<file path="src/sv/cis_pkg.sv">
// cis_pkg: shared types and constants for the c identifier scanner
// no dependencies; used by the stage modules and the top level
`default_nettype none

package cis_pkg;

   // lexical mode of the scanner
   typedef enum logic [2:0] {
      MODE_NORMAL    = 3'd0,
      MODE_SLASH     = 3'd1,
      MODE_COMMENT   = 3'd2,
      MODE_STAR      = 3'd3,
      MODE_DQUOTE    = 3'd4,
      MODE_SQUOTE    = 3'd5,
      MODE_DIRECTIVE = 3'd6
   } mode_type;

   // configuration register indexes
   localparam logic CSR_MIN_LENGTH  = 1'b0;
   localparam logic CSR_PARSE_PREPROC = 1'b1;

   localparam logic [7:0] MIN_LENGTH_RESET = 8'd7;

   // characters the scanner reacts to
   localparam logic [7:0] CH_UNDERSCORE = 8'h5F;
   localparam logic [7:0] CH_STAR       = 8'h2A;
   localparam logic [7:0] CH_HASH       = 8'h23;
   localparam logic [7:0] CH_SLASH      = 8'h2F;
   localparam logic [7:0] CH_BACKSLASH  = 8'h5C;
   localparam logic [7:0] CH_SQUOTE     = 8'h27;
   localparam logic [7:0] CH_DQUOTE     = 8'h22;
   localparam logic [7:0] CH_NEWLINE    = 8'h0A;

   // input register contents handed to the scan stage
   typedef struct packed {
      logic       vld;
      logic [7:0] src_byte;
      logic       file_end;
   } stage_type;

   function automatic logic is_digit(input logic [7:0] c);
      return (c >= 8'h30) && (c <= 8'h39);
   endfunction

   function automatic logic is_ident(input logic [7:0] c);
      return is_digit(c) || ((c >= 8'h41) && (c <= 8'h5A)) ||
             ((c >= 8'h61) && (c <= 8'h7A)) || (c == CH_UNDERSCORE);
   endfunction

endpackage

`default_nettype wire

</file>
<file path="src/sv/cis_intf.sv">
// cis_intf: valid/ready channel interfaces for source bytes and scan results
// no dependencies
`default_nettype none

interface cis_req_if;
   logic       valid;
   logic       ready;
   logic [7:0] src_byte;
   logic       file_end;

   modport source (output valid, output src_byte, output file_end, input ready);
   modport sink   (input valid, input src_byte, input file_end, output ready);
endinterface

interface cis_rsp_if;
   logic       valid;
   logic       ready;
   logic [7:0] byte_out;
   logic       collected;
   logic       token_ready;
   logic [7:0] token_length;

   modport source (output valid, output byte_out, output collected,
                   output token_ready, output token_length, input ready);
   modport sink   (input valid, input byte_out, input collected,
                   input token_ready, input token_length, output ready);
endinterface

`default_nettype wire

</file>
<file path="src/sv/cis_input_stage.sv">
// cis_input_stage: input register for source byte transactions
// depends on cis_pkg and cis_req_if
`default_nettype none

module cis_input_stage (
   input  wire logic          clock,
   input  wire logic          reset,
   cis_req_if.sink            req,
   input  wire logic          take,
   output cis_pkg::stage_type stage
);

   logic       vld_ff;
   logic       vld_in;
   logic [7:0] byte_ff;
   logic       end_ff;
   logic       load;

   assign req.ready = !vld_ff || take;
   assign load      = req.valid && req.ready;
   assign vld_in    = load ? 1'b1 : (take ? 1'b0 : vld_ff);

   always_ff @(posedge clock) begin
      if (reset) begin
         vld_ff <= 1'b0;
      end else begin
         vld_ff <= vld_in;
      end
   end

   always_ff @(posedge clock) begin
      if (load) begin
         byte_ff <= req.src_byte;
         end_ff  <= req.file_end;
      end
   end

   assign stage.vld      = vld_ff;
   assign stage.src_byte = byte_ff;
   assign stage.file_end = end_ff;

endmodule

`default_nettype wire

</file>
<file path="src/sv/cis_scan_stage.sv">
// cis_scan_stage: scanner state, one-byte step logic and result register
// depends on cis_pkg and cis_rsp_if
`default_nettype none

module cis_scan_stage #(
   parameter int MAX_TOKEN = 128
) (
   input  wire logic          clock,
   input  wire logic          reset,
   input  wire cis_pkg::stage_type stage,
   output logic               take,
   input  wire logic [7:0]    min_length,
   input  wire logic          parse_preproc,
   cis_rsp_if.source          rsp
);

   localparam int CW = $clog2(MAX_TOKEN + 1);
   localparam int LW = (CW > 8) ? CW : 8;

   cis_pkg::mode_type mode_ff, mode_in;
   logic              skip_ff, skip_in;
   logic [CW-1:0]     cnt_ff, cnt_in;
   logic              fwd_ff, fwd_in;

   logic              out_vld_ff, out_vld_in;
   logic [7:0]        byte_ff;
   logic              coll_ff, coll_in;
   logic              rdy_ff, rdy_in;
   logic [7:0]        len_ff, len_in;

   logic              do_code;
   logic [7:0]        c;
   logic [7:0]        close_ch;

   assign c    = stage.src_byte;
   assign take = stage.vld && (!out_vld_ff || rsp.ready);

   always_comb begin
      mode_in  = mode_ff;
      skip_in  = skip_ff;
      cnt_in   = cnt_ff;
      fwd_in   = fwd_ff;
      coll_in  = 1'b0;
      rdy_in   = 1'b0;
      len_in   = 8'd0;
      do_code  = 1'b0;
      close_ch = cis_pkg::CH_NEWLINE;
      if (stage.file_end) begin
         mode_in = cis_pkg::MODE_NORMAL;
         skip_in = 1'b0;
         cnt_in  = '0;
         fwd_in  = 1'b0;
      end else if (skip_ff) begin
         skip_in = 1'b0;
      end else begin
         case (mode_ff)
            cis_pkg::MODE_SLASH: begin
               if (c == cis_pkg::CH_STAR) begin
                  mode_in = cis_pkg::MODE_COMMENT;
               end else begin
                  do_code = 1'b1;
               end
            end
            cis_pkg::MODE_COMMENT: begin
               if (c == cis_pkg::CH_STAR) begin
                  mode_in = cis_pkg::MODE_STAR;
               end
            end
            cis_pkg::MODE_STAR: begin
               if (c == cis_pkg::CH_SLASH) begin
                  mode_in = cis_pkg::MODE_NORMAL;
               end else if (c != cis_pkg::CH_STAR) begin
                  mode_in = cis_pkg::MODE_COMMENT;
               end
            end
            cis_pkg::MODE_DQUOTE, cis_pkg::MODE_SQUOTE, cis_pkg::MODE_DIRECTIVE: begin
               if (mode_ff == cis_pkg::MODE_DQUOTE) begin
                  close_ch = cis_pkg::CH_DQUOTE;
               end else if (mode_ff == cis_pkg::MODE_SQUOTE) begin
                  close_ch = cis_pkg::CH_SQUOTE;
               end
               if (c == cis_pkg::CH_BACKSLASH) begin
                  skip_in = 1'b1;
               end else if (c == close_ch) begin
                  mode_in = cis_pkg::MODE_NORMAL;
               end
            end
            default: begin
               do_code = 1'b1;
            end
         endcase
      end

      if (do_code) begin
         mode_in = cis_pkg::MODE_NORMAL;
         if (cis_pkg::is_ident(c)) begin
            if (cnt_ff < CW'(MAX_TOKEN)) begin
               if (cnt_ff == '0) begin
                  fwd_in = cis_pkg::is_digit(c);
               end
               cnt_in  = cnt_ff + CW'(1);
               coll_in = 1'b1;
            end
         end else begin
            // identifier ends here
            if (cnt_ff != '0) begin
               if ((LW'(cnt_ff) >= LW'(min_length)) && !fwd_ff) begin
                  rdy_in = 1'b1;
                  len_in = 8'(cnt_ff);
               end
               cnt_in = '0;
               fwd_in = 1'b0;
            end
            if (c == cis_pkg::CH_DQUOTE) begin
               mode_in = cis_pkg::MODE_DQUOTE;
            end else if (c == cis_pkg::CH_SQUOTE) begin
               mode_in = cis_pkg::MODE_SQUOTE;
            end else if (c == cis_pkg::CH_SLASH) begin
               mode_in = cis_pkg::MODE_SLASH;
            end else if ((c == cis_pkg::CH_HASH) && !parse_preproc) begin
               mode_in = cis_pkg::MODE_DIRECTIVE;
            end
         end
      end
   end

   assign out_vld_in = take ? 1'b1 : (rsp.ready ? 1'b0 : out_vld_ff);

   always_ff @(posedge clock) begin
      if (reset) begin
         mode_ff    <= cis_pkg::MODE_NORMAL;
         skip_ff    <= 1'b0;
         cnt_ff     <= '0;
         fwd_ff     <= 1'b0;
         out_vld_ff <= 1'b0;
      end else begin
         out_vld_ff <= out_vld_in;
         if (take) begin
            mode_ff <= mode_in;
            skip_ff <= skip_in;
            cnt_ff  <= cnt_in;
            fwd_ff  <= fwd_in;
         end
      end
   end

   always_ff @(posedge clock) begin
      if (take) begin
         byte_ff <= c;
         coll_ff <= coll_in;
         rdy_ff  <= rdy_in;
         len_ff  <= len_in;
      end
   end

   assign rsp.valid        = out_vld_ff;
   assign rsp.byte_out     = byte_ff;
   assign rsp.collected    = coll_ff;
   assign rsp.token_ready  = rdy_ff;
   assign rsp.token_length = len_ff;

endmodule

`default_nettype wire

</file>
<file path="src/sv/c_identifier_scanner_top.sv">
// c_identifier_scanner_top: byte-serial c identifier scanner, one byte per transaction
// rsp valid is registered: an accepted byte passes the input register, then the result register
// throughput: one transaction per cycle while rsp is not stalled; the scanner state step is a combinational update
// reset: synchronous active high; clears scan state and valid flags, sets min_length to 7 and parse_preproc to 0
// depends on cis_pkg, cis_intf, cis_input_stage and cis_scan_stage
`default_nettype none

module c_identifier_scanner_top #(
   parameter int MAX_TOKEN = 128
) (
   input  wire logic       clock,
   input  wire logic       reset,
   cis_req_if.sink         req_ch,
   cis_rsp_if.source       rsp_ch,
   input  wire logic       csr_we,
   input  wire logic       csr_index,
   input  wire logic [7:0] csr_wdata
);

   // configuration registers; the user must write them only while the scanner is idle, the block does not enforce it
   logic [7:0] min_length_ff;
   logic       parse_preproc_ff;

   // registered transaction handed from the input stage to the scan stage
   cis_pkg::stage_type stage;
   logic               take;

   always_ff @(posedge clock) begin
      if (reset) begin
         min_length_ff    <= cis_pkg::MIN_LENGTH_RESET;
         parse_preproc_ff <= 1'b0;
      end else if (csr_we) begin
         case (csr_index)
            cis_pkg::CSR_MIN_LENGTH: begin
               min_length_ff <= csr_wdata;
            end
            cis_pkg::CSR_PARSE_PREPROC: begin
               parse_preproc_ff <= csr_wdata[0];
            end
            default: begin
               min_length_ff <= min_length_ff;
            end
         endcase
      end
   end

   // input register: accepts a new transaction whenever it is empty or the scan stage takes its byte
   cis_input_stage u_input (
      .clock (clock),
      .reset (reset),
      .req   (req_ch),
      .take  (take),
      .stage (stage)
   );

   // scan stage: mode, escape flag, digit-lead flag, identifier count and the result register
   cis_scan_stage #(
      .MAX_TOKEN (MAX_TOKEN)
   ) u_scan (
      .clock         (clock),
      .reset         (reset),
      .stage         (stage),
      .take          (take),
      .min_length    (min_length_ff),
      .parse_preproc (parse_preproc_ff),
      .rsp           (rsp_ch)
   );

`ifndef SYNTH
   // a collected byte is an identifier byte, so it never ends an identifier
   a_coll_not_ready: assert property (@(posedge clock) disable iff (reset)
      rsp_ch.valid && rsp_ch.collected |-> !rsp_ch.token_ready)
      else $error("collected and token_ready both set");

   // length is reported only together with a token
   a_len_zero: assert property (@(posedge clock) disable iff (reset)
      rsp_ch.valid && !rsp_ch.token_ready |-> rsp_ch.token_length == 8'd0)
      else $error("token_length set without token_ready");

   // nothing leaves the scanner right after reset
   a_reset_empty: assert property (@(posedge clock)
      $past(reset) |-> !rsp_ch.valid)
      else $error("response valid right after reset");
`endif

endmodule

`default_nettype wire

</file>
<file path="src/flat_wrapper.sv">
// flat-port wrapper written by rule: the top's interface ports become plain ports
module c_identifier_scanner_top_flat 
#(
   parameter int MAX_TOKEN = 128
)
  (clock, reset, csr_we, csr_index, csr_wdata, req_ch_valid, req_ch_src_byte, req_ch_file_end, req_ch_ready, rsp_ch_valid, rsp_ch_byte_out, rsp_ch_collected, rsp_ch_token_ready, rsp_ch_token_length, rsp_ch_ready);
  cis_req_if req_ch_i ();
  cis_rsp_if rsp_ch_i ();
  input  wire logic clock;
  input  wire logic reset;
  input  wire logic csr_we;
  input  wire logic csr_index;
  input  wire logic [7:0] csr_wdata;
  input wire logic [$bits(req_ch_i.valid)-1:0] req_ch_valid;
  input wire logic [$bits(req_ch_i.src_byte)-1:0] req_ch_src_byte;
  input wire logic [$bits(req_ch_i.file_end)-1:0] req_ch_file_end;
  output wire logic [$bits(req_ch_i.ready)-1:0] req_ch_ready;
  output wire logic [$bits(rsp_ch_i.valid)-1:0] rsp_ch_valid;
  output wire logic [$bits(rsp_ch_i.byte_out)-1:0] rsp_ch_byte_out;
  output wire logic [$bits(rsp_ch_i.collected)-1:0] rsp_ch_collected;
  output wire logic [$bits(rsp_ch_i.token_ready)-1:0] rsp_ch_token_ready;
  output wire logic [$bits(rsp_ch_i.token_length)-1:0] rsp_ch_token_length;
  input wire logic [$bits(rsp_ch_i.ready)-1:0] rsp_ch_ready;
  assign req_ch_i.valid = req_ch_valid;
  assign req_ch_i.src_byte = req_ch_src_byte;
  assign req_ch_i.file_end = req_ch_file_end;
  assign req_ch_ready = req_ch_i.ready;
  assign rsp_ch_valid = rsp_ch_i.valid;
  assign rsp_ch_byte_out = rsp_ch_i.byte_out;
  assign rsp_ch_collected = rsp_ch_i.collected;
  assign rsp_ch_token_ready = rsp_ch_i.token_ready;
  assign rsp_ch_token_length = rsp_ch_i.token_length;
  assign rsp_ch_i.ready = rsp_ch_ready;
  c_identifier_scanner_top #(.MAX_TOKEN(MAX_TOKEN)) u_core (.clock(clock), .reset(reset), .req_ch(req_ch_i), .rsp_ch(rsp_ch_i), .csr_we(csr_we), .csr_index(csr_index), .csr_wdata(csr_wdata));
endmodule
</file>
<file path="config.mk">
export PLATFORM = sky130hd
export DESIGN_NAME = c_identifier_scanner_top_flat
export DESIGN_NICKNAME = d
export VERILOG_FILES = /design/src/sv/cis_pkg.sv /design/src/sv/cis_intf.sv /design/src/sv/cis_input_stage.sv /design/src/sv/cis_scan_stage.sv /design/src/sv/c_identifier_scanner_top.sv /design/src/flat_wrapper.sv
export SDC_FILE = /design/constraint.sdc
export NUM_CORES = 1
export LEC_CHECK = 0
export BUFFER_PORTS_ARGS = -buffer_cell sky130_fd_sc_hd__buf_2
export CORE_ASPECT_RATIO = 1.1
export CORE_MARGIN = 2
export CORE_UTILIZATION = 39
export CTS_CLUSTER_SIZE = 20
export DETAILED_ROUTE_END_ITERATION = 10
export PLACE_DENSITY = 0.73
export REMOVE_ABC_BUFFERS = 1
export SETUP_SLACK_MARGIN = 0.3
export SLEW_MARGIN = 10
export SYNTH_ARGS = -nofsm -noshare
export SYNTH_HDL_FRONTEND = slang
export SYNTH_SLANG_ARGS = --single-unit
</file>
<file path="constraint.sdc">
create_clock -name clock -period 2.5 [get_ports clock]
set_input_delay 0.375 -clock clock [delete_from_list [all_inputs] [get_ports clock]]
set_output_delay 0.375 -clock clock [all_outputs]
set_load 0.005 [all_outputs]
</file>
==> impl_metrics.json <==
{
  "worstSkewPairLatency_ps": 310,
  "finalWorstSetupSlack_ps": 331,
  "drc": 0,
  "dr.pass1.iters": 4,
  "gr-total-overflow": 0,
  "critPathKind": "reg2reg",
  "tightest_slew_ps": 478,
  "finalWorstPathRequiredPeriod_ps": 2170,
  "fill_cells": 568,
  "grt.busiest_layer": "met2",
  "finalSetupViolCount": 0,
  "clk_root_buffer_cell": "clkbuf_8",
  "cts_tree": "built",
  "areaGrowthSynthToFinish_pct": 24.1,
  "start_util_pct": 40.8,
  "grt_max_degree": 22,
  "antenna_found_initial": 0,
  "maxCapViolations": 0,
  "outcome": "completed",
  "instances_no_fill": 399,
  "p_leak_nw": 1.28,
  "critPathTopFamily": "simple AND/OR/NAND/NOR gates",
  "ctsHoldBuffers": 0,
  "final_util_pct": 50.6,
  "nets": 351,
  "drive_above_1_share_pct": 29.8,
  "dieArea_sq_um": 7220,
  "irDropWorstVdd_mv": 0.221,
  "numCtsBuffers": 5,
  "ios": 43,
  "async_flop_share_pct": 0,
  "ant_nets": 0,
  "ys_ff_latch": 51,
  "crit_path_end_kind": "register",
  "ys_warn_count": 0,
  "wl_per_cell_um": 13.8,
  "finalMaxSlewViolations": 0,
  "worstPathRequired_ps": 2700,
  "drt_iter0_drc": 179,
  "reg2reg_from": "u_core.u_input.byte_ff[6]$_DFFE_PP_",
  "globalRouteTotalUtil_pct": 15.8,
  "syn_inst": 253,
  "grt_pass1_vias": 1859,
  "crit_path_cell_trace": "or4b_4, a2111oi_4, nor4_4, and4b_4, a21o_1, mux2_2",
  "clkTransAtPathRegs_ps": 90,
  "placed_cells_incl_taps": 377,
  "synth_seq_area_share_pct": 50.5,
  "critPathLaunchType": "register",
  "core_sq_um": 6270,
  "synth_cell_types": 55,
  "synthFlopType": "edfxtp_1",
  "syn_avg_cell_area_sq_um": 10.1,
  "mostFrequentLayoutCells": "buf_2 (42), nand2_1 (29), edfxtp_1 (27)",
  "cp.buffers_inverters": 0,
  "hold_path_class": "in2reg",
  "cpPeakStageDelay_ps": 570,
  "skew_ps": 5.38,
  "diodes": 0,
  "max_slew_margin_pct": 68.0,
  "std_cell_rows": 30,
  "startpoint": "u_core.u_input.byte_ff[6]$_DFFE_PP_",
  "arrival_ps": 2370,
  "fmax_ghz": 0.461,
  "rsz0062_at_grt": "yes",
  "routed_via_density": 5.29,
  "dr_total_vias": 2111,
  "synth_edf_count": 27,
  "hold_viol": 0,
  "p_per_area_nw_per_um2": 505,
  "port_buffers": 42,
  "place_congestion": 0.923,
  "grt_pass1_wl_um": 8800,
  "cts.sinks": 51,
  "h-tree-depth": 2,
  "chipWidth_um": 81.2,
  "wirelength_um": 5500,
  "min_period_over_period_pct": 86.8,
  "use_met3_pct": 3.23,
  "grt_util_met1_pct": 21.5,
  "grtUsageMet2_pct": 24.2,
  "hp-start": "req_ch_src_byte[1]",
  "pre_cts_slack_ps": 101,
  "syn-cell-area_sq_um": 2560,
  "dp_hpwl_um": 3890,
  "clk_path_buf_depth": 2,
  "worstPathMaxFanout": 6,
  "layout_commonest_cell": "buf_2",
  "die_y_um": 88.9,
  "cp_slowest_cell": "or4b_4"
}
[sequential cells by signal, summed over array words and instances, names as in the netlist]
name                            cells
u_core.u_input.byte_ff              8
u_core.u_scan.mode_ff               3
u_core.min_length_ff                8
u_core.u_scan.rsp.token_ready       1
u_core.u_scan.skip_ff               1
u_core.u_scan.cnt_ff                8
u_core.u_scan.fwd_ff                1
u_core.u_input.vld_ff               1
u_core.u_scan.rsp.token_length      8
u_core.u_scan.rsp.byte_out          8
u_core.u_scan.rsp.collected         1
u_core.u_scan.rsp.valid             1
u_core.parse_preproc_ff             1
u_core.u_input.end_ff               1
[power by group]
part           switching, mW  internal [mW]  leakage [nW]
Sequential            0.0206          0.916         0.452
Clock                  0.266          0.197        0.0422
Combinational          0.104         0.0959         0.785
[routing by layer]
| metal | vias up | routed length (um) |
|---|---|---|
| met1 | 970 | 2490 |
| met3 | 11 | 315 |
| met5 | - | 0 |
| met4 | 0 | 138 |
| met2 | 78 | 2560 |
| li1 | 1052 | - |
[through the flow]
step	TNS [ps]	cell area [sq um]	power (mW)	hold slack (ps)
after floorplan	-168	2510	1.05	430
after global placement	0	2910	1.12	445
after detailed placement	0	2910	1.13	450
after CTS	0	3040	1.59	228
after global routing	0	3170	1.67	228
final	0	3170	1.60	236
[what timing repair did]
item	in CTS	in global routing
resized for setup	5	15
setup endpoints to repair	13	18
pin swaps	3	3
cloned	0	1
setup buffers	4	9
[path summary, 6_finish.rpt]
kind,end,slack [ps],cells past startpoint
min reg2reg,u_core.min_length_ff[5]$_SDFFE_PP0P_,460,2
max reg2reg,u_core.u_scan.cnt_ff[0]$_SDFFE_PP0P_,330,6
min,u_core.u_input.byte_ff[1]$_DFFE_PP_,240,1
max,u_core.u_scan.cnt_ff[0]$_SDFFE_PP0P_,330,6
[cell usage after synthesis, types with 4 or more instances]
library cell | count | area [sq um]
nand2_1 | 29 | 109
edfxtp_1 | 27 | 811
dfxtp_1 | 24 | 480
a21oi_1 | 18 | 90.1
nor2_1 | 14 | 52.6
inv_1 | 13 | 48.8
nor2b_1 | 11 | 68.8
ha_1 | 10 | 125
nand2b_1 | 10 | 62.6
and2_1 | 8 | 50.1
o21ai_0 | 8 | 40.0
clkbuf_1 | 7 | 26.3
nand3_1 | 7 | 35.0
nor3_1 | 5 | 25.0
a22o_1 | 4 | 35.0
and3_1 | 4 | 25.0
mux2i_1 | 4 | 40.0
nand4_1 | 4 | 25.0
[logic make-up after synthesis]
logic type | share of synthesized area, %
simple gates | 23.1
compound gates | 15.1
flops | 50.5
buf+inv | 3.72
fa+ha+maj | 4.89
mux | 2.01
xor+xnor | 0.685
[layout make-up]
cell class                      count  area, sq um  share of cell area, %
Sequential cell                    51         1290                   40.8
Multi-Input combinational cell    180         1240                   39.3
Timing Repair Buffer               67          402                   12.7
Tap cell                           80          100                   3.16
Clock buffer                        7         76.3                   2.41
Inverter                           13         48.8                   1.54
Clock inverter                      1         5.00                  0.158
Note: power is estimated with default switching activity, not from simulation.
